### src/hdl/rced_pkg.sv
// Package of the Robinson compass edge detector: sizes, mask table, shared types.
// Used by every module of the block; depends on nothing else.
`default_nettype none
package rced_pkg;

  localparam int MAX_LINE   = 1024;
  localparam int PIXEL_BITS = 8;

  localparam int ADDR_W     = $clog2(MAX_LINE);
  localparam int LEN_CFG_W  = 11;
  localparam int TOT_W      = 16;
  localparam int CFG_DATA_W = 16;
  localparam int CMP_W      = (ADDR_W + 1 > LEN_CFG_W) ? ADDR_W + 1 : LEN_CFG_W;
  localparam int MAG_W      = PIXEL_BITS + 2;
  localparam int ACC_W      = PIXEL_BITS + 4;
  localparam int DIR_W      = 3;
  localparam int NUM_MASKS  = 8;

  localparam int FIFO_DEPTH = 32;
  localparam int FIFO_AW    = $clog2(FIFO_DEPTH);
  localparam int RES_W      = FIFO_AW + 1;

  // Configuration register indexes.
  localparam logic REG_LINE_LENGTH = 1'b0;
  localparam logic REG_LINE_TOTAL  = 1'b1;

  // Compass masks, row major: element y*3+x, row 0 is the line above.
  localparam int COMPASS [NUM_MASKS][9] = '{
    '{-1,  0,  1, -2,  0,  2, -1,  0,  1},
    '{ 0,  1,  2, -1,  0,  1, -2, -1,  0},
    '{ 1,  2,  1,  0,  0,  0, -1, -2, -1},
    '{ 2,  1,  0,  1,  0, -1,  0, -1, -2},
    '{ 1,  0, -1,  2,  0, -2,  1,  0, -1},
    '{ 0, -1, -2,  1,  0, -1,  2,  1,  0},
    '{-1, -2, -1,  0,  0,  0,  1,  2,  1},
    '{-2, -1,  0, -1,  0,  1,  0,  1,  2}
  };

  typedef logic [PIXEL_BITS-1:0] pix_t;
  typedef pix_t [8:0] nbhd_t;

  // One result slot travelling down the cell row.
  typedef struct packed {
    logic             vld;
    nbhd_t            nb;
    logic             fend;
    logic             last;
    logic [MAG_W-1:0] best;
    logic [DIR_W-1:0] dir;
  } lane_t;

  // Slot 0 is delivered before slot 1.
  typedef lane_t [1:0] lpair_t;

  // Control handed from the accept stage to the window stage.
  typedef struct packed {
    logic              vld;
    logic              drn;
    pix_t              pval;
    logic              rlow;
    logic              c0;
    logic              c1;
    logic              emit_a;
    logic              emit_b;
    logic              last_a;
    logic              dfirst;
    logic              top_prev;
    logic              fend;
    logic [ADDR_W-1:0] waddr;
  } s1_ctrl_t;

  typedef struct packed {
    logic [MAG_W-1:0] mag;
    logic [DIR_W-1:0] dir;
    logic             no_edge;
    logic             fend;
    logic             last;
  } res_t;

  function automatic res_t lane_to_res(input lane_t l);
    res_t r;
    r.no_edge = (l.best == '0);
    r.mag     = r.no_edge ? MAG_W'(l.nb[4]) : l.best;
    r.dir     = r.no_edge ? '0 : l.dir;
    r.fend    = l.fend;
    r.last    = l.last;
    return r;
  endfunction

endpackage
`default_nettype wire

### src/hdl/rced_cell.sv
// One cell of the compass row: applies one mask to both slots and keeps the running maximum.
// Depends on rced_pkg.
`default_nettype none
module rced_cell import rced_pkg::*; (
  input  logic             clk,
  input  logic             rst_n,
  input  logic [DIR_W-1:0] mask_idx,
  input  lpair_t           in_i,
  output lpair_t           out_o
);

  lpair_t out_r, out_nxt;

  always_comb begin
    logic signed [ACC_W-1:0] acc;
    out_nxt = in_i;
    for (int l = 0; l < 2; l++) begin
      acc = '0;
      for (int i = 0; i < 9; i++) begin
        acc = acc + ACC_W'(COMPASS[mask_idx][i])
                    * $signed({{(ACC_W-PIXEL_BITS){1'b0}}, in_i[l].nb[i]});
      end
      // Strictly greater keeps the first mask that reaches the maximum.
      if (acc > $signed({{(ACC_W-MAG_W){1'b0}}, in_i[l].best})) begin
        out_nxt[l].best = acc[MAG_W-1:0];
        out_nxt[l].dir  = mask_idx;
      end
    end
  end

  always_ff @(posedge clk) begin
    if (!rst_n) begin
      out_r[0].vld <= 1'b0;
      out_r[1].vld <= 1'b0;
    end else begin
      out_r <= out_nxt;
    end
  end

  assign out_o = out_r;

endmodule
`default_nettype wire

### config.mk
export PLATFORM = sky130hd
export DESIGN_NAME = rced_cell
export DESIGN_NICKNAME = d
export VERILOG_FILES = /design/src/hdl/rced_pkg.sv /design/src/hdl/rced_cell.sv
export SDC_FILE = /design/constraint.sdc
export NUM_CORES = 1
export LEC_CHECK = 0
export ABC_AREA = 1
export BUFFER_PORTS_ARGS = -buffer_cell sky130_fd_sc_hd__buf_4
export CAP_MARGIN = 10
export CELL_PAD_IN_SITES_DETAIL_PLACEMENT = 0
export CELL_PAD_IN_SITES_GLOBAL_PLACEMENT = 1
export CORE_ASPECT_RATIO = 0.8
export CORE_MARGIN = 3
export CORE_UTILIZATION = 40
export CTS_BUF_LIST = sky130_fd_sc_hd__clkbuf_4 sky130_fd_sc_hd__clkbuf_8 sky130_fd_sc_hd__clkbuf_16
export DETAILED_ROUTE_END_ITERATION = 8
export GPL_ROUTABILITY_DRIVEN = 0
export MAX_ROUTING_LAYER = met4
export PLACE_DENSITY_LB_ADDON = 0.3
export SKIP_LAST_GASP = 1
export SLEW_MARGIN = 10
export SYNTH_ARGS = -nofsm -noshare
export SYNTH_HDL_FRONTEND = slang
export SYNTH_SLANG_ARGS = --single-unit
### constraint.sdc
create_clock -name clk -period 34.3 [get_ports clk]
set_clock_uncertainty 0.2 [all_clocks]
set_input_delay 6.86 -clock clk [delete_from_list [all_inputs] [get_ports clk]]
set_output_delay 6.86 -clock clk [all_outputs]
set_load 0.05 [all_outputs]
# Yosys cells after proc, flatten, opt, wreduce, memory -nomap -nowiden
# Memories as Yosys holds them, arrays and structs flattened.
# Index checks and enable logic that the tools add are counted.
# Widths: inputs -> output; s select.
# op_classes
order_cmp	3
bitwise	1
mul	18
mux	4
addsub	16
# ops
operator	count
$mux 268	2
$mul 12x9->12	18
$add 12x12->12	16
$mux 13	2
$gt 12x11->1	2
$ge 4x4->1 const B	1
$not 3->4	1
# totals
reg_bits	176
output_inout_bits	176
rom_bits	2304
elab_cells	71
inputBits	181
memories	1
# mem_list
memory	words	width	read_ports	rd_ports_with_merged_regs	wr	line_no	rtl
(name not given)	8	288	1	0	0	rced_cell.sv:20	acc = acc + ACC_W'(COMPASS[mask_idx][i])

# Longest topological paths before layout
# depth
word_depth	15
mapped_depth	45

# Worst setup path after synthesis
# Ideal clock, no wire load.
# synth_timing
kind	input to register
from	in mask_idx[0]
to	reg out_r, in the netlist out_o[10] (data pin)
path_slack_ns	17.802
path_buffers	5
arrival_ns	16.046
t_required_ns	33.847
setup_ns	0.253
cell_stages	39
cell_sequence	clkbuf_1 > clkbuf_1 > inv_1 > clkbuf_1 > ha_1 > o21ai_1 > clkbuf_1 > nor2_1 > fa_1 > inv_1 > fa_1 > fa_1 > inv_1 > fa_1 > inv_1 > fa_1 > fa_1 > fa_1 > (+3 left out) > inv_1 > fa_1 > inv_1 > ha_1 > a21oi_1 > nand2_1 > nand2_1 > nand2_1 > a21oi_1 > xor2_1 > inv_1 > ha_1 > nand3_1 > o31ai_1 > nand2_1 > clkbuf_1 > nand3_1 > nand2_1
# synth_lines
item	line_no	rtl
start: declaration	rced_cell.sv:7	input logic [DIR_W-1:0] mask_idx,
end signal: assignment	rced_cell.sv:36	out_r <= out_nxt;
end: declaration	rced_cell.sv:12	lpair_t out_r, out_nxt;

==> metrics.txt <==
Total Wirelength=73,660 um; global-route wire length before repair=117,200 um; via/cell ratio=~4.4; Async SR Flop Fraction=0%; number of global-route vias before repair=21,030; Simple-Gate Fraction of Synth Area=between 10% and 20%; CTS sink count=176; max-slew violation count=0; total die area=between 0.07 and 0.08 sq mm; CTS tree=built; area grow syn2layout=14.65%; clock root cell=clkbuf_16; # setup viols final=0; met1 Use GR=between 20% and 30%; slowest cell delay on critical path=0.60 ns; Critical Path AT=between 15 and 20 ns; Syn Std Cell Area=0.03043 sq mm; CP Launch Type=input pin; FILL cells=approximately 7,300; cts bufs inserted=17; Site Rows=89; status=completed; RSZ-0062 raised after global routing=false; cts repair resizes=0; DRT Pass-1 Iters=5; yosys warns=0; pin count of the biggest net entering global routing=70; DIE WIDTH=314.4 um; gr busiest metal=met2; initial core utilization=40.85%; initial antenna violation count=2; Nets=approximately 4,700; number of synthesized flops with an enable pin=174; Yosys top cell by area=fa_1; Hold Path Class=input pin to register; flip-flop count of the largest register after layout=176; Final ANT Viol Nets=0; peak fanout along the critical path=14; max cap viols=0; gr usage total=20.15%; Longest Clk Path Bufs=2; final worst path period share=49.19%; Final min period=16.87 ns; drt wl/cell=between 15 and 20 um; Post-CTS Setup Bufs=0; hpwl dp=66,210 um; global route overflow=0; area share of fa/ha/maj cells after synthesis=54.75%; slowest stage cell, crit path=fa_1; Vias=about 20,000; final hold vios=0; Seq cells post-synth=176; Hold Buf Count CTS=0; critical path endpoint category=register; H-tree depth=4; Setup TNS=0 ns; WP data required=about 34 ns; Worst-path clk slew=0.08 ns; Die Height=252.7 um; Crit Path Class=input pin to register; Synth top area share=38.55%; Ports=357; Worst-Margin Slew=1.050 ns; Distinct cells, synth=36; PortBufs=between 300 and 400; met3 usage=3.779%; Fmax achieved=59.27 MHz; Mapped Cells=3,219; largest family of logic cells by synthesized area=adder cells; initial drt markers=935; Top FF cell, synth=edfxtp_1; synth top area cells=fa_1 39%, edfxtp_1 17%, ha_1 16%; post-synthesis mux area share=0%; core area=0.07450 sq mm; syn avg cell area=9.454 sq um; CP delay by family, top=adder cells; crit path buf inv count=10; compound-cell area share of the yosys netlist=under 10%; most used cell, CP=fa_1; share of layout cells above drive strength 1=12.76%; DRC=0; Slew headroom=29.25%; sequential element share of the synthesized area=17.30%; xor/xnor share of the synthesized area=1.830%; GRT met2 Usage=32.04%
per-stage QoR:
stage          hold slack (ns)  setup WS, ns  cell area (sq um)  util, %  cells
2_1_floorplan            6.753         17.80              30440        -   3221
3_3_place_gp             6.836         16.86              34300    46.04   4558
3_5_place_dp             6.839         16.83              34300    46.04   4558
4_1_cts                  6.282         17.35              34890    46.83   4590
5_1_grt                  6.288         16.78              34890    46.83   4591
6_report                 6.332         17.43              34890    46.83   4591
synthesized netlist by cell type (27+ instances only):
| library cell | number |
|---|---|
| xor2_1 | 27 |
| fa_1 | 586 |
| nor2_1 | 238 |
| edfxtp_1 | 174 |
| nand2_2 | 42 |
| clkbuf_1 | 29 |
| nand3_1 | 70 |
| nand2_1 | 376 |
| ha_1 | 394 |
| xnor2_1 | 31 |
| inv_1 | 1153 |
| a21oi_1 | 29 |
path summary, 6_finish.rpt:
| check | start | endpoint | slack (ns) | cells after the start |
|---|---|---|---|---|
| setup / recovery | mask_idx[2] | out_o[1] | 17.43 | 37 |
| hold / removal | in_i[52] | out_o[52] | 6.33 | 1 |
final cells by class:
type                       count  area [sq um]  area share [%]
antenna                        1         2.502        0.007172
multi-input combinational   1853         20650           59.19
sequential                   176          5265           15.09
timing repair buffer         371          2791           8.001
tap                         1001          1252           3.590
clock buffer                  18         439.2           1.259
inverter                    1157          4343           12.45
clock inverter                14         146.4          0.4196
kinds of logic (layout without fill, tap and decap cells):
| logic type | Yosys count | in the layout |
|---|---|---|
| compound gates | 58 | 58 |
| other cells | 2 | 5 |
| flops | 176 | 176 |
| xor+xnor | 61 | 61 |
| fa+ha+maj | 980 | 980 |
| simple gates | 750 | 750 |
| buf+inv | 1192 | 1560 |
metal layers:
layer,up-vias,part of all wire [%],wire (um)
met5,-,0,0
met4,0,0.91,668
met3,31,5.3,3925
met2,335,47,34910
met1,9723,46,34150
li1,9915,-,-
cells in the final DEF, fill, tap and decap left out, drive strengths merged, types with 6 or more instances in the layout:
master,count
clkbuf,19
nand3,71
o21ai,17
buf,370
edfxtp,174
or2,9
xnor2,33
a21oi,29
xor2,28
inv,1161
ha,394
nor2,239
nand3b,6
fa,586
nand2,421
Power is left out: the tool's default activity adds up to more than one toggle a clock period on the data nets, which glitch-free logic cannot reach.
