**src/hdl/rced_pkg.sv**
```systemverilog
// Package of the Robinson compass edge detector: sizes, mask table, shared types.
// Used by every module of the block; depends on nothing else.
`default_nettype none
package rced_pkg;

  localparam int MAX_LINE   = 1024;
  localparam int PIXEL_BITS = 8;

  localparam int ADDR_W     = $clog2(MAX_LINE);
  localparam int LEN_CFG_W  = 11;
  localparam int TOT_W      = 16;
  localparam int CFG_DATA_W = 16;
  localparam int CMP_W      = (ADDR_W + 1 > LEN_CFG_W) ? ADDR_W + 1 : LEN_CFG_W;
  localparam int MAG_W      = PIXEL_BITS + 2;
  localparam int ACC_W      = PIXEL_BITS + 4;
  localparam int DIR_W      = 3;
  localparam int NUM_MASKS  = 8;

  localparam int FIFO_DEPTH = 32;
  localparam int FIFO_AW    = $clog2(FIFO_DEPTH);
  localparam int RES_W      = FIFO_AW + 1;

  // Configuration register indexes.
  localparam logic REG_LINE_LENGTH = 1'b0;
  localparam logic REG_LINE_TOTAL  = 1'b1;

  // Compass masks, row major: element y*3+x, row 0 is the line above.
  localparam int COMPASS [NUM_MASKS][9] = '{
    '{-1,  0,  1, -2,  0,  2, -1,  0,  1},
    '{ 0,  1,  2, -1,  0,  1, -2, -1,  0},
    '{ 1,  2,  1,  0,  0,  0, -1, -2, -1},
    '{ 2,  1,  0,  1,  0, -1,  0, -1, -2},
    '{ 1,  0, -1,  2,  0, -2,  1,  0, -1},
    '{ 0, -1, -2,  1,  0, -1,  2,  1,  0},
    '{-1, -2, -1,  0,  0,  0,  1,  2,  1},
    '{-2, -1,  0, -1,  0,  1,  0,  1,  2}
  };

  typedef logic [PIXEL_BITS-1:0] pix_t;
  typedef pix_t [8:0] nbhd_t;

  // One result slot travelling down the cell row.
  typedef struct packed {
    logic             vld;
    nbhd_t            nb;
    logic             fend;
    logic             last;
    logic [MAG_W-1:0] best;
    logic [DIR_W-1:0] dir;
  } lane_t;

  // Slot 0 is delivered before slot 1.
  typedef lane_t [1:0] lpair_t;

  // Control handed from the accept stage to the window stage.
  typedef struct packed {
    logic              vld;
    logic              drn;
    pix_t              pval;
    logic              rlow;
    logic              c0;
    logic              c1;
    logic              emit_a;
    logic              emit_b;
    logic              last_a;
    logic              dfirst;
    logic              top_prev;
    logic              fend;
    logic [ADDR_W-1:0] waddr;
  } s1_ctrl_t;

  typedef struct packed {
    logic [MAG_W-1:0] mag;
    logic [DIR_W-1:0] dir;
    logic             no_edge;
    logic             fend;
    logic             last;
  } res_t;

  function automatic res_t lane_to_res(input lane_t l);
    res_t r;
    r.no_edge = (l.best == '0);
    r.mag     = r.no_edge ? MAG_W'(l.nb[4]) : l.best;
    r.dir     = r.no_edge ? '0 : l.dir;
    r.fend    = l.fend;
    r.last    = l.last;
    return r;
  endfunction

endpackage
`default_nettype wire

```
**src/hdl/rced_window.sv**
```systemverilog
// 3x3 window with edge replication; builds up to two neighborhoods per beat.
// Depends on rced_pkg.
`default_nettype none
module rced_window import rced_pkg::*; (
  input  logic     clk,
  input  logic     rst_n,
  input  s1_ctrl_t ctl_i,
  input  pix_t     prev_rd_i,
  input  pix_t     older_rd_i,
  output lpair_t   lanes_o
);

  pix_t [2:0][2:0] w_r, w_nxt;  // [row][column], column 2 is the newest
  pix_t            cap_old_r, cap_prev_r;
  lpair_t          lanes_r, lanes_nxt;

  function automatic nbhd_t build(input pix_t [2:0][2:0] w, input logic [1:0] lc,
                                  input logic [1:0] cc, input logic [1:0] rc);
    nbhd_t nb;
    for (int y = 0; y < 3; y++) begin
      nb[y*3]     = w[y][lc];
      nb[y*3 + 1] = w[y][cc];
      nb[y*3 + 2] = w[y][rc];
    end
    return nb;
  endfunction

  always_comb begin
    pix_t [2:0] ncol;
    pix_t [2:0] ccol;
    w_nxt = w_r;
    ncol  = '0;
    ccol  = '0;
    if (ctl_i.vld && !ctl_i.drn) begin
      ncol[0] = ctl_i.rlow ? prev_rd_i : older_rd_i;
      ncol[1] = prev_rd_i;
      ncol[2] = ctl_i.pval;
      for (int r = 0; r < 3; r++) begin
        w_nxt[r][0] = w_r[r][1];
        w_nxt[r][1] = w_r[r][2];
        w_nxt[r][2] = ncol[r];
      end
    end else if (ctl_i.vld) begin
      // Drain: the bottom row replicates the last line.
      ncol[0] = ctl_i.top_prev ? prev_rd_i : older_rd_i;
      ncol[1] = prev_rd_i;
      ncol[2] = prev_rd_i;
      ccol[0] = ctl_i.top_prev ? cap_prev_r : cap_old_r;
      ccol[1] = cap_prev_r;
      ccol[2] = cap_prev_r;
      for (int r = 0; r < 3; r++) begin
        if (ctl_i.dfirst) begin
          w_nxt[r][0] = ccol[r];
          w_nxt[r][1] = ccol[r];
        end else begin
          w_nxt[r][0] = w_r[r][1];
          w_nxt[r][1] = w_r[r][2];
        end
        w_nxt[r][2] = ncol[r];
      end
    end

    lanes_nxt = '0;
    lanes_nxt[0].vld  = ctl_i.vld && (ctl_i.drn || ctl_i.emit_a);
    lanes_nxt[0].nb   = build(w_nxt, (!ctl_i.drn && ctl_i.c1) ? 2'd1 : 2'd0, 2'd1, 2'd2);
    lanes_nxt[0].fend = ctl_i.drn && ctl_i.fend;
    lanes_nxt[0].last = ctl_i.drn || ctl_i.last_a;
    lanes_nxt[1].vld  = ctl_i.vld && !ctl_i.drn && ctl_i.emit_b;
    lanes_nxt[1].nb   = build(w_nxt, ctl_i.c0 ? 2'd2 : 2'd1, 2'd2, 2'd2);
    lanes_nxt[1].fend = 1'b0;
    lanes_nxt[1].last = 1'b1;
  end

  always_ff @(posedge clk) begin
    if (!rst_n) begin
      w_r          <= '0;
      lanes_r[0].vld <= 1'b0;
      lanes_r[1].vld <= 1'b0;
    end else begin
      w_r     <= w_nxt;
      lanes_r <= lanes_nxt;
    end
  end

  // Column 0 of each line is kept for the first drain neighborhood.
  always_ff @(posedge clk) begin
    if (ctl_i.vld && !ctl_i.drn && ctl_i.c0) begin
      cap_old_r  <= prev_rd_i;
      cap_prev_r <= ctl_i.pval;
    end
  end

  assign lanes_o = lanes_r;

endmodule
`default_nettype wire

```
**config.mk**
```make
export PLATFORM = sky130hd
export DESIGN_NAME = rced_window
export DESIGN_NICKNAME = d
export VERILOG_FILES = /design/src/hdl/rced_pkg.sv /design/src/hdl/rced_window.sv
export SDC_FILE = /design/constraint.sdc
export NUM_CORES = 1
export LEC_CHECK = 0
export ABC_AREA = 1
export BUFFER_PORTS_ARGS = -buffer_cell sky130_fd_sc_hd__buf_2
export CAP_MARGIN = 25
export CELL_PAD_IN_SITES_DETAIL_PLACEMENT = 0
export CELL_PAD_IN_SITES_GLOBAL_PLACEMENT = 1
export CORE_MARGIN = 8
export CORE_UTILIZATION = 42
export CTS_CLUSTER_DIAMETER = 200
export DETAILED_ROUTE_END_ITERATION = 8
export PLACE_DENSITY = 0.87
export SLEW_MARGIN = 20
export SYNTH_ARGS = -nofsm -noshare
export SYNTH_HDL_FRONTEND = slang
export SYNTH_SLANG_ARGS = --single-unit
```
**constraint.sdc**
```tcl
create_clock -name clk -period 3.25 [get_ports clk]
set_clock_uncertainty 0.15 [all_clocks]
set_input_delay 0.1625 -clock clk [delete_from_list [all_inputs] [get_ports clk]]
set_output_delay 0.1625 -clock clk [all_outputs]
set_load 0.02 [all_outputs]
```
==> Word-level counts from Yosys, hierarchy flattened <==
Index checks and enable logic that the tools add are counted.
{ "word_totals": {"in_bits": 47, "out_inout_bits": 176, "regBits": 188} }
{ "op_classes": {"reduce_logical": 9, "n_lt_le_gt_ge": 2, "n_mux": 22} }
{ "op_table": {"columns": ["operator", "count"], "rows": [
  ["two-way mux 72 bit", 2],
  ["binary-select mux 8 bit (select 2 bit)", 6],
  ["two-way mux 8 bit", 9],
  ["two-way mux 16 bit", 3],
  ["logical AND 1 bit", 6],
  ["less-than comparator 1 x 3 -> 1 bit, second input constant", 1],
  ["less-than comparator 2 x 3 -> 1 bit, second input constant", 1],
  ["logical OR 1 bit", 2],
  ["two-way mux 2 bit", 1],
  ["zero test 1 bit", 1],
  ["two-way mux 1 bit", 1]
]} }

==> Depth between registers and ports, before layout <==
{ "depth": {"ltp_word": 6, "ltp_mapped": 9, "ltp_nobuf": 8} }

==> Worst setup path before layout <==
No wires, ideal clock.
{ "synth_path": {"path_type": "input-to-reg", "startpoint": "input port ctl_i[17] (netlist bit)", "endpoint": "register cap_old_r[0], enable pin", "t_required_ps": 2712, "n_path_buf": 2, "setup_ps": 388, "setup_slack_ps": 1227, "stages": 4, "arrival_ps": 1485, "path_cell_list": "clkbuf_1 -> clkinv_1 -> clkbuf_1 -> nor2_1"} }
{ "synth_via": {"elab_chain_len": 1} }
{ "synth_rtl": {"columns": ["item", "line", "source"], "rows": [
  ["from (decl)", "rced_window.sv:7", "input s1_ctrl_t ctl_i,"],
  ["logical AND 1 bit", "rced_window.sv:87", "if (ctl_i.vld && !ctl_i.drn && ctl_i.c0) begin"],
  ["to (signal assigned)", "rced_window.sv:88", "cap_old_r <= prev_rd_i;"],
  ["to (decl)", "rced_window.sv:14", "pix_t cap_old_r, cap_prev_r;"]
]} }
Every way passes these cells.
A chain may end at the register's enable or synchronous reset.

==> Final worst setup path <==
{ "layout_path": {"startpoint": "input port ctl_i[28] (netlist bit)", "endpoint": "register cap_prev_r[6], enable pin"} }
{ "layout_via": {"elab_chain_len": 2} }
{ "layout_rtl": {"columns": ["item", "line", "source"], "rows": [
  ["logical AND 1 bit (2 in a row)", "rced_window.sv:87", null],
  ["to (signal assigned)", "rced_window.sv:89", "cap_prev_r <= ctl_i.pval;"],
  ["to (decl)", "rced_window.sv:14", null]
]} }
Every way passes these cells.

==> impl_metrics.yaml <==
critical_path:
  critPathLaunchType: "input pin"
  crit_type: "input pin to register"
  slowest_delay_ns: 0.54
  cp_data_required_time_ns: 3.23
  critPathSlowestCell: "nand2_1"
  cp_max_fo: 18
  crit_arrival_ns: 1.82
  setup.worst_path.end_class: "register"
  critical_path.cell_chain: "buf_2 > nand2_1 > nor2_1 > buf_4"
clock_network:
  cts_resized: 0
  post-cts-setup-buffers: 0
  cts_tree: "built"
  clock_latency_ns: 0.43
  cts_hold_buffers: 25
  cts_made_buffers: 17
  clkTransAtPathRegs_ns: 0.07
  cts_sinks: 188
  clock_tree.root_cell: "clkbuf_16"
  ctsHtreeMaxLevel: 4
  clockBufferDepth: 2
power_and_ir_drop:
  swShare: 0.279
  leakage_nw: 4.77
  vdd_drop_max_uv: 391
  power_frac_clock: 0.371
  power.density_mw_per_mm2: 570
  switching_power_mw: 1.62
  p_seq_frac: 0.476
  internal-power_mw: 4.20
  p_comb_frac: 0.153
sta:
  post-route-period-util: 0.567
  rsz0062_at_grt: "no"
  max-slew-margin-rel: 0.348
  fin_tns_setup_ns: 0
  fin_hold_ws_ns: 0.0140
  worst_pin_slew_ns: 0.972
  final-hold-violation-count: 0
  max_freq_ghz: 0.543
  slew_viol_final: 0
  fin_crit_ns: 1.84
  setup_viol: 0
cells_and_area:
  fillerInstances: 1948
  post-route-util: 0.505
  areaGrowthSynthToFinish_pct: 18.5
  nets: 1203
  layout-drive-gt1-share: 0.200
placed_design:
  dp_hpwl_microns: 15200
  io_buffers: 184
  gp_congestion: 0.796
synthesis:
  synth.distinct_cells: 25
  ys_top_cells_by_area: "edfxtp_1 (40%), dfxtp_1 (17%), nand2_1 (15%)"
  synth_edf_count: 114
  ys_ff_latch: 188
  synth_most_common_cell: "nand2_1"
  synth_warnings: 0
  synth_common_cells: "nand2_1 (344), edfxtp_1 (114), inv_1 (98)"
  syn_inst: 1013
  syn_area_sq_mm: 0.00863
  synth.avg_cell_area_sq_um: 8.52
  synth-seq-area-share: 0.568
  yosys.area.top_type: "edfxtp_1"
  async_reset_ff_frac: 0
  synthDominantCellAreaShare: 0.397
  synth_flop_cell: "edfxtp_1"
route:
  wirelength_microns: 22900
  drc_errors: 0
  drtPass1Iterations: 5
  avgRoutedWirePerCell_microns: 15.9
  drt-initial-drc-count: 448
  viasPerCell: 4.79
  ant_nets: 0
  num_vias: 6893
global_routing:
  grt_pass1_vias: 6700
  track_usage: 0.180
  grt_pass1_wl_microns: 36600
  grt_overflow: 0
  antenna_found_initial: 2
  grt_max_degree: 116
floorplan:
  io_pins: 223
  fp.dieH_microns: 159
  dieArea_sq_mm: 0.0254
  core-area_sq_mm: 0.0202
  start_util: 0.427
  die_w_microns: 159
  rows: 52
job:
  maxCapViolCount: 0
status:
  status: "complete, no violations"
min_path:
  hold_class: "input pin to register"
==> cell type report <==
type | count | area, sq um | share of cell area
diodes | 1 | 2.50 | 0.000245
clock buffers | 18 | 429 | 0.0420
clock inverters | 14 | 183 | 0.0179
inverters | 103 | 387 | 0.0378
multi-input cells | 623 | 2670 | 0.261
flip-flops and latches | 188 | 4900 | 0.480
well taps | 270 | 338 | 0.0330
repair buffers | 223 | 1320 | 0.129
==> logic make-up (layout without fill, tap and decap cells) <==
family                 Yosys count  count (layout)  synth area share
AO/OA/AOI/OAI                  159             159             0.103
other                            2              29          0.000870
flip-flops                     188             188             0.568
buffers and inverters          228             358             0.135
AND/OR/NAND/NOR                436             436             0.193
==> critical path, delay by kind of cell <==
| family | cells | cell delay [ns] |
|---|---|---|
| simple gates | 2 | 1.00 |
| buf+inv | 2 | 0.65 |
==> power by group through the flow <==
stage	Clock, mW	Sequential [mW]	Combinational [mW]
finish	2.16	2.77	0.891
global route	2.30	2.79	0.984
CTS	2.21	2.77	0.898
detailed placement	0	2.82	0.871
global placement	0	2.82	0.861
floorplan	0	2.96	0.503
==> layout by cell type (no fill, tap or decap), drive strengths merged <==
cell	Yosys	final
o21a	1	1
diode	0	1
o21ai	54	54
clkbuf	27	18
or2	1	1
bufinv	0	3
edfxtp	114	114
o221ai	8	8
clkinvlp	0	1
a21oi	64	64
nor2	71	71
dlygate4sd3	0	25
o211ai	16	16
clkinv	2	7
buf	98	198
nand4	1	1
dfxtp	74	74
inv	101	106
nand2	344	344
nand3	18	18
nor3	1	1
conb	2	28
o22ai	14	14
a31oi	2	2
==> registers in the layout (all words and copies together) (netlist names) <==
name,count
cap_prev_r,8
w_r,72
lanes_o,100
cap_old_r,8
==> through the flow <==
step,setup WS (ns),total power [mW],area [sq um],instances
2_1_floorplan,1.23,3.46,8730,1039
3_3_place_gp,0.968,3.68,9340,1381
3_5_place_dp,0.927,3.69,9340,1381
4_1_cts,1.41,5.88,10200,1438
5_1_grt,1.24,6.08,10200,1440
6_report,1.41,5.83,10200,1440
==> per-layer routing <==
| layer | track usage | part of all wire |
|---|---|---|
| met1 | 0.225 | 0.44 |
| met2 | 0.297 | 0.47 |
| met3 | 0.0419 | 0.065 |
| met4 | 0.0669 | 0.021 |
| met5 | 0 | 0.00052 |
==> worst paths after layout <==
check | startpoint | to | slack [ns] | depth (start not counted)
worst max register to register | cap_prev_r[2] | lanes_o[17] | 1.73 | 8
worst min register to register | w_r[37] | w_r[29] | 0.34 | 2
worst min-delay path | rst_n | w_r[52] | 0.01 | 3
worst max-delay path | ctl_i[28] | cap_prev_r[6] | 1.41 | 4
Power figures use the tool's default switching activity.
