## src/hdl/rced_pkg.sv

```systemverilog
// Package of the Robinson compass edge detector: sizes, mask table, shared types.
// Used by every module of the block; depends on nothing else.
`default_nettype none
package rced_pkg;

  localparam int MAX_LINE   = 1024;
  localparam int PIXEL_BITS = 8;

  localparam int ADDR_W     = $clog2(MAX_LINE);
  localparam int LEN_CFG_W  = 11;
  localparam int TOT_W      = 16;
  localparam int CFG_DATA_W = 16;
  localparam int CMP_W      = (ADDR_W + 1 > LEN_CFG_W) ? ADDR_W + 1 : LEN_CFG_W;
  localparam int MAG_W      = PIXEL_BITS + 2;
  localparam int ACC_W      = PIXEL_BITS + 4;
  localparam int DIR_W      = 3;
  localparam int NUM_MASKS  = 8;

  localparam int FIFO_DEPTH = 32;
  localparam int FIFO_AW    = $clog2(FIFO_DEPTH);
  localparam int RES_W      = FIFO_AW + 1;

  // Configuration register indexes.
  localparam logic REG_LINE_LENGTH = 1'b0;
  localparam logic REG_LINE_TOTAL  = 1'b1;

  // Compass masks, row major: element y*3+x, row 0 is the line above.
  localparam int COMPASS [NUM_MASKS][9] = '{
    '{-1,  0,  1, -2,  0,  2, -1,  0,  1},
    '{ 0,  1,  2, -1,  0,  1, -2, -1,  0},
    '{ 1,  2,  1,  0,  0,  0, -1, -2, -1},
    '{ 2,  1,  0,  1,  0, -1,  0, -1, -2},
    '{ 1,  0, -1,  2,  0, -2,  1,  0, -1},
    '{ 0, -1, -2,  1,  0, -1,  2,  1,  0},
    '{-1, -2, -1,  0,  0,  0,  1,  2,  1},
    '{-2, -1,  0, -1,  0,  1,  0,  1,  2}
  };

  typedef logic [PIXEL_BITS-1:0] pix_t;
  typedef pix_t [8:0] nbhd_t;

  // One result slot travelling down the cell row.
  typedef struct packed {
    logic             vld;
    nbhd_t            nb;
    logic             fend;
    logic             last;
    logic [MAG_W-1:0] best;
    logic [DIR_W-1:0] dir;
  } lane_t;

  // Slot 0 is delivered before slot 1.
  typedef lane_t [1:0] lpair_t;

  // Control handed from the accept stage to the window stage.
  typedef struct packed {
    logic              vld;
    logic              drn;
    pix_t              pval;
    logic              rlow;
    logic              c0;
    logic              c1;
    logic              emit_a;
    logic              emit_b;
    logic              last_a;
    logic              dfirst;
    logic              top_prev;
    logic              fend;
    logic [ADDR_W-1:0] waddr;
  } s1_ctrl_t;

  typedef struct packed {
    logic [MAG_W-1:0] mag;
    logic [DIR_W-1:0] dir;
    logic             no_edge;
    logic             fend;
    logic             last;
  } res_t;

  function automatic res_t lane_to_res(input lane_t l);
    res_t r;
    r.no_edge = (l.best == '0);
    r.mag     = r.no_edge ? MAG_W'(l.nb[4]) : l.best;
    r.dir     = r.no_edge ? '0 : l.dir;
    r.fend    = l.fend;
    r.last    = l.last;
    return r;
  endfunction

endpackage
`default_nettype wire

```

## src/hdl/rced_fifo.sv

```systemverilog
// Result queue: takes up to two results per cycle, gives one per beat.
// Depends on rced_pkg.
`default_nettype none
module rced_fifo import rced_pkg::*; (
  input  logic   clk,
  input  logic   rst_n,
  input  lpair_t push_i,
  input  logic   pop_i,
  output logic   vld_o,
  output res_t   head_o
);

  res_t               mem_r [FIFO_DEPTH];
  logic [FIFO_AW-1:0] wp_r, rp_r, wp_nxt, rp_nxt, wp2;
  logic [RES_W-1:0]   cnt_r, cnt_nxt;

  always_comb begin
    wp2     = wp_r + FIFO_AW'(push_i[0].vld);
    wp_nxt  = wp_r + FIFO_AW'(push_i[0].vld) + FIFO_AW'(push_i[1].vld);
    rp_nxt  = rp_r + FIFO_AW'(pop_i);
    cnt_nxt = cnt_r + RES_W'(push_i[0].vld) + RES_W'(push_i[1].vld) - RES_W'(pop_i);
  end

  always_ff @(posedge clk) begin
    if (push_i[0].vld) mem_r[wp_r] <= lane_to_res(push_i[0]);
    if (push_i[1].vld) mem_r[wp2]  <= lane_to_res(push_i[1]);
  end

  always_ff @(posedge clk) begin
    if (!rst_n) begin
      wp_r  <= '0;
      rp_r  <= '0;
      cnt_r <= '0;
    end else begin
      wp_r  <= wp_nxt;
      rp_r  <= rp_nxt;
      cnt_r <= cnt_nxt;
    end
  end

  assign vld_o  = (cnt_r != '0);
  assign head_o = mem_r[rp_r];

endmodule
`default_nettype wire

```

## config.mk

```make
export PLATFORM = sky130hd
export DESIGN_NAME = rced_fifo
export DESIGN_NICKNAME = d
export VERILOG_FILES = /design/src/hdl/rced_pkg.sv /design/src/hdl/rced_fifo.sv
export SDC_FILE = /design/constraint.sdc
export NUM_CORES = 1
export LEC_CHECK = 0
export BUFFER_PORTS_ARGS = -buffer_cell sky130_fd_sc_hd__buf_2
export CORE_MARGIN = 8
export CORE_UTILIZATION = 56
export CTS_CLUSTER_DIAMETER = 80
export DETAILED_ROUTE_END_ITERATION = 16
export PLACE_DENSITY = 0.84
export SLEW_MARGIN = 20
export SYNTH_ARGS = -nofsm -noshare
export SYNTH_HDL_FRONTEND = slang
export SYNTH_SLANG_ARGS = --single-unit
```

## constraint.sdc

```tcl
create_clock -name clk -period 5.58 [get_ports clk]
set_input_delay 1.674 -clock clk [delete_from_list [all_inputs] [get_ports clk]]
set_output_delay 1.674 -clock clk [all_outputs]
set_load 0.01 [all_outputs]
```

# Yosys cells after proc, flatten, opt, wreduce, memory -nomap -nowiden
# Memories as Yosys holds them, arrays and structs flattened. A register that Yosys moved wholly into a read port is not among the register bits.
# Cells that the tools add are included.
dict set report totals {
  ff_bits 16
  ram_bits 512
  input_bits 179
  output_inout_bits 17
  word_cells 22
  n_memories 1
}
dict set report classes {
  add_sub_neg 6
  muxes 9
  reduce_logical 3
}
# name words word_bits read_ports rd_clocked_by_memory_dff wr line_no
set memory_table {}
lappend memory_table {mem_r 32 16 1 1 2 rced_fifo.sv:13} ;# res_t mem_r [FIFO_DEPTH];
# operator n
set op_table {}
lappend op_table {{10-bit zero test} 2}
lappend op_table {{10-bit 2-to-1 mux} 2}
lappend op_table {{5-bit by 1-bit adder with 5-bit output} 3}
lappend op_table {{6-bit by 1-bit adder with 6-bit output} 2}
lappend op_table {{3-bit 2-to-1 mux} 2}
lappend op_table {{6-bit nonzero test} 1}
lappend op_table {{6-bit by 1-bit subtractor with 6-bit output} 1}
lappend op_table {{5-bit 2-to-1 mux} 1}
lappend op_table {{1-bit 2-to-1 mux} 4}

# Longest topological paths before layout
dict set report depth {
  word_depth 3
  depth_mapped 9
}

# Least setup slack after synthesis
# No wires, ideal clock.
dict set report synth_path {
  path_kind {in2reg}
  startpoint {input push_i[87] (netlist bit)}
  endpoint {memory mem_r[29][0] (netlist bit), enable pin}
  setup_time_ns 0.392
  t_arrival_ns 3.923
  required_time_ns 5.188
  path_slack_ns 1.265
  stages 9
  n_path_buf 3
  cell_sequence {ha_1 > ha_1 > and3b_1 > clkbuf_2 > nand2_1 > a21oi_1 > buf_2 > buf_2 > o21bai_1}
}
# item line_no
set synth_rtl {}
lappend synth_rtl {{from (decl)} rced_fifo.sv:7} ;# input lpair_t push_i,
lappend synth_rtl {{to (decl)} rced_fifo.sv:13}

==> results.txt <==
The run finished with clean final reports. The synthesized cell area is roughly 27000 sq um. In the post-synthesis netlist, the biggest area contributors are sky130_fd_sc_hd__edfxtp_1 57%, sky130_fd_sc_hd__mux4_2 8.1%, sky130_fd_sc_hd__mux2i_1 6.4%.

The internal power came out at between 6 and 7 mW. The standard cell core area came out at ~48000 sq um. The fraction of the core area covered by cells at the end of the flow is approximately three fifths. Leaving out fill and tap cells, the most frequent cells in the layout are 512 x sky130_fd_sc_hd__edfxtp_1, 214 x sky130_fd_sc_hd__a21oi_1, 193 x sky130_fd_sc_hd__nor2_1. The maximum clock frequency came out at 194 MHz. The tree is rooted in a sky130_fd_sc_hd__clkbuf_16. The via total after detailed routing came out at 18600. Setup slack on the critical path of the routed design comes to about 0.42 ns. The per-cell via count in the routed design is 6.89. The number of antenna violations at the first check in global routing is 4. The worst vdd rail ir drop is ~230 uV.

The first global-routing pass estimated 113000 um of wire. The routed wire length per instance came out at 27.9 um. In this run the worst path has a maximum fanout of 17. Summed over all instances, the cell type with the most area after synthesis is sky130_fd_sc_hd__edfxtp_1. Routed signal wires occupy layers up through met5. The area growth from synthesis to layout is 9.18%. When the netlist entered floorplanning its net count stood at roughly 2300. The detailed-routing iteration count for the pre-antenna-repair pass is 6. The total length of routed met3 wires came out at ~9400 um.

The final critical-path required period is 5.16 ns. The number of buffers added for setup after CTS is 0. The area occupied by multi-input gates is about 11000 sq um. The clock sink count came out at between 500 and 600. The count of final max-slew check failures is 0. The proportion of layout cells with a drive suffix above 1 is 23.8%. The setup path with the least slack is of type register to primary output. The number of buffers inserted for hold repair after clock tree synthesis is 0. For this run the aggregate overflow at the end of global routing stands at 0. The total power is just over 9 mW.

The predominant post-synthesis flop cell is sky130_fd_sc_hd__edfxtp_1. The number of global-route vias before repair is roughly 19000. The DRC violation count after routing is 0. At the pin with the least slew margin, the transition time is roughly 1.2 ns.

After filler insertion, the fill cell instance count of the layout stands at 3326. The total met2 wirelength after detailed routing is 36600 um. The total I/O pin count is between 150 and 200.

The sequential share of power came out at 50.0%. In this run, CTS created clock tree buffers numbering 51. The pre-CTS worst setup slack came out at between 0.8 and 0.9 ns. The number of max-cap violations is 0. In this run, the combinational gates consume between 10% and 20% of the power.

The power density over the cells is 309 nW/um^2. The post-layout instance count excluding filler cells is 2704. The detailed placer's ending HPWL came out at roughly 47000 um. The number of warnings reported in the yosys synthesis log is 0. The number of distinct standard cells referenced by the synthesized netlist came out at between 50 and 60. The fraction of power consumed by the clock network is a little over a third.

The initial core utilization came out at a little under three fifths. The analysis attributes to net switching a power of roughly 2.3 mW. The worst setup path is captured at a primary output. The sequential element share of the synthesized area is around 58%. The switching share of total power came out at between 20% and 30%. The final net count is approximately 2200.

In this run the tightest slew margin relative to its limit is about 17%. The overall fraction of global-route tracks in use is roughly a quarter. The part of the cycle the worst path needs is 92.4%. In this run the static leakage power is between 10 and 15 nW. The flip-flop and latch count after synthesis is 528. The largest net degree at the start of global routing came out at between 50 and 60. Leaving out fill and tap cells, the most frequent cell in the layout is sky130_fd_sc_hd__edfxtp_1. The port buffer count came out at 67. The number of standard-cell rows in the floorplan came out at 80. Data arrives at the worst endpoint at roughly 3.5 ns.

The clock-pin transition on the worst setup and hold timing paths is 0.06 ns. The remaining antenna violation count after routing is 0. The final setup TNS is 0 ns. The number of cells produced by synthesis came out at 2067.

The min-delay analysis places its worst path in the category register to register. The number of DRC markers in iteration 0 is around 2600. Setup repair after global routing left no endpoint under its margin. After synthesis, the mean cell area works out to 13.1 sq um.

The sequential cells in the finished layout cover a total of 15700 sq um. The post-synthesis async set-or-reset flop share is 0%. The number of endpoints with negative hold slack in the final report is 0.

The buffer levels on the longest clock path came out at 3. In the final routing, the length of wire on met1 measures 24900 um. The number of enable-type register cells in the synthesized netlist is 512. The share of synthesized area in the top cell type comes to 56.8%. The post-CTS resize count is 0. The overall die width came out at 236 um.

TritonCTS built the clock tree. The final number of setup-violating endpoints is 0. The clock latency of the later-clocked register in the worst-skew pair is between 0.6 and 0.7 ns. The die area is roughly 56000 sq um. STA classifies the critical path startpoint as a register. The floorplan die height came out at about 240 um. In this run, placement finished with an instance count of 2611. The final clock skew came out at around 0.0077 ns. At the worst endpoint, the required time is roughly 3.9 ns. The depth of the CTS H-tree came out at 2. After detailed routing, the total wire length is 75500 um. The final RePlAce weighted congestion is ~0.9.
-- metrics by stage --
stage          instance area, sq um  hold slack [ns]
2_1_floorplan                 27100            0.540
3_3_place_gp                  28000            0.625
3_5_place_dp                  28000            0.627
4_1_cts                       29600            0.645
5_1_grt                       29600            0.684
6_report                      29600            0.639
-- kinds of logic (layout without fill, tap and decap cells) --
group	Yosys count	count (layout)	share of synthesized area, %
flip-flops	528	528	57.9
buffers and inverters	239	260	4.20
AO/OA/AOI/OAI	483	483	10.5
other	0	1	0
adder cells (fa/ha/maj)	15	15	0.748
AND/OR/NAND/NOR	397	397	6.59
XOR/XNOR	7	7	0.226
multiplexers	398	398	19.8
-- cells in the mapped netlist, types with 4 or more instances --
cell / instances
sky130_fd_sc_hd__edfxtp_1: 512
sky130_fd_sc_hd__a21oi_1: 225
sky130_fd_sc_hd__nor2_1: 194
sky130_fd_sc_hd__mux2i_1: 172
sky130_fd_sc_hd__mux2_2: 124
sky130_fd_sc_hd__nand2_1: 122
sky130_fd_sc_hd__clkbuf_1: 114
sky130_fd_sc_hd__o21ai_0: 110
sky130_fd_sc_hd__mux4_2: 98
sky130_fd_sc_hd__buf_2: 72
sky130_fd_sc_hd__a211oi_1: 33
sky130_fd_sc_hd__buf_4: 30
sky130_fd_sc_hd__o22ai_1: 30
sky130_fd_sc_hd__o21bai_1: 20
sky130_fd_sc_hd__a22oi_1: 17
sky130_fd_sc_hd__dfxtp_1: 16
sky130_fd_sc_hd__o221ai_1: 16
sky130_fd_sc_hd__a22o_1: 15
sky130_fd_sc_hd__and2_1: 15
sky130_fd_sc_hd__ha_1: 13
sky130_fd_sc_hd__inv_1: 10
sky130_fd_sc_hd__nand3_1: 9
sky130_fd_sc_hd__a21o_1: 8
sky130_fd_sc_hd__nor2b_1: 7
sky130_fd_sc_hd__buf_1: 6
sky130_fd_sc_hd__nand3b_1: 6
sky130_fd_sc_hd__and3_1: 5
sky130_fd_sc_hd__buf_6: 5
sky130_fd_sc_hd__nand2b_1: 5
sky130_fd_sc_hd__or3_1: 5
sky130_fd_sc_hd__xnor2_1: 5
sky130_fd_sc_hd__mux2_1: 4
sky130_fd_sc_hd__nand2_2: 4
sky130_fd_sc_hd__nand3_2: 4
-- worst max-delay path: stages, from the launching register on --
cell,delay [ns]
sky130_fd_sc_hd__dfxtp_1,0.60
sky130_fd_sc_hd__nor2b_2,1.06
sky130_fd_sc_hd__buf_4,0.44
sky130_fd_sc_hd__a22oi_1,0.14
sky130_fd_sc_hd__a21oi_1,0.40
sky130_fd_sc_hd__buf_2,0.22
-- state kept, by name, indices dropped and copies added (netlist names) --
signal	count
wp_r	5
mem_r	512
cnt_r	6
rp_r	5
-- layout make-up --
cell class,count,share of cell area [%]
antenna,1,0.00846
timing repair buffer,157,3.50
tap,615,2.60
clock inverter,27,0.554
clock buffer,65,4.56
inverter,11,0.140
sequential,528,53.1
multi-input combinational,1300,35.5
-- power groups by stage --
| stage | combinational [mW] | clock (mW) | sequential, mW |
|---|---|---|---|
| after global placement | 1.25 | 0 | 4.64 |
| final | 1.33 | 3.24 | 4.57 |
| after CTS | 1.31 | 3.24 | 4.57 |
| after floorplan | 0.929 | 0 | 4.62 |
| after global routing | 1.41 | 3.38 | 4.58 |
| after detailed placement | 1.30 | 0 | 4.65 |
-- worst paths after layout --
| path | startpoint | endpoint | slack [ns] | cells after the start |
|---|---|---|---|---|
| max | rp_r[3] | head_o[1] | 0.42 | 5 |
| min reg2reg | cnt_r[0] | cnt_r[0] | 0.64 | 3 |
| min | cnt_r[0] | cnt_r[0] | 0.64 | 3 |
| max reg2reg | wp_r[0] | mem_r[12][13] | 2.21 | 8 |
-- per-layer routing --
layer  GRT usage [%]  vias up
met5               0        -
met4            15.3        6
met3            6.03      304
met2            44.1     1421
met1            31.8     9085
li1                -     7818
Power figures use the tool's default switching activity.
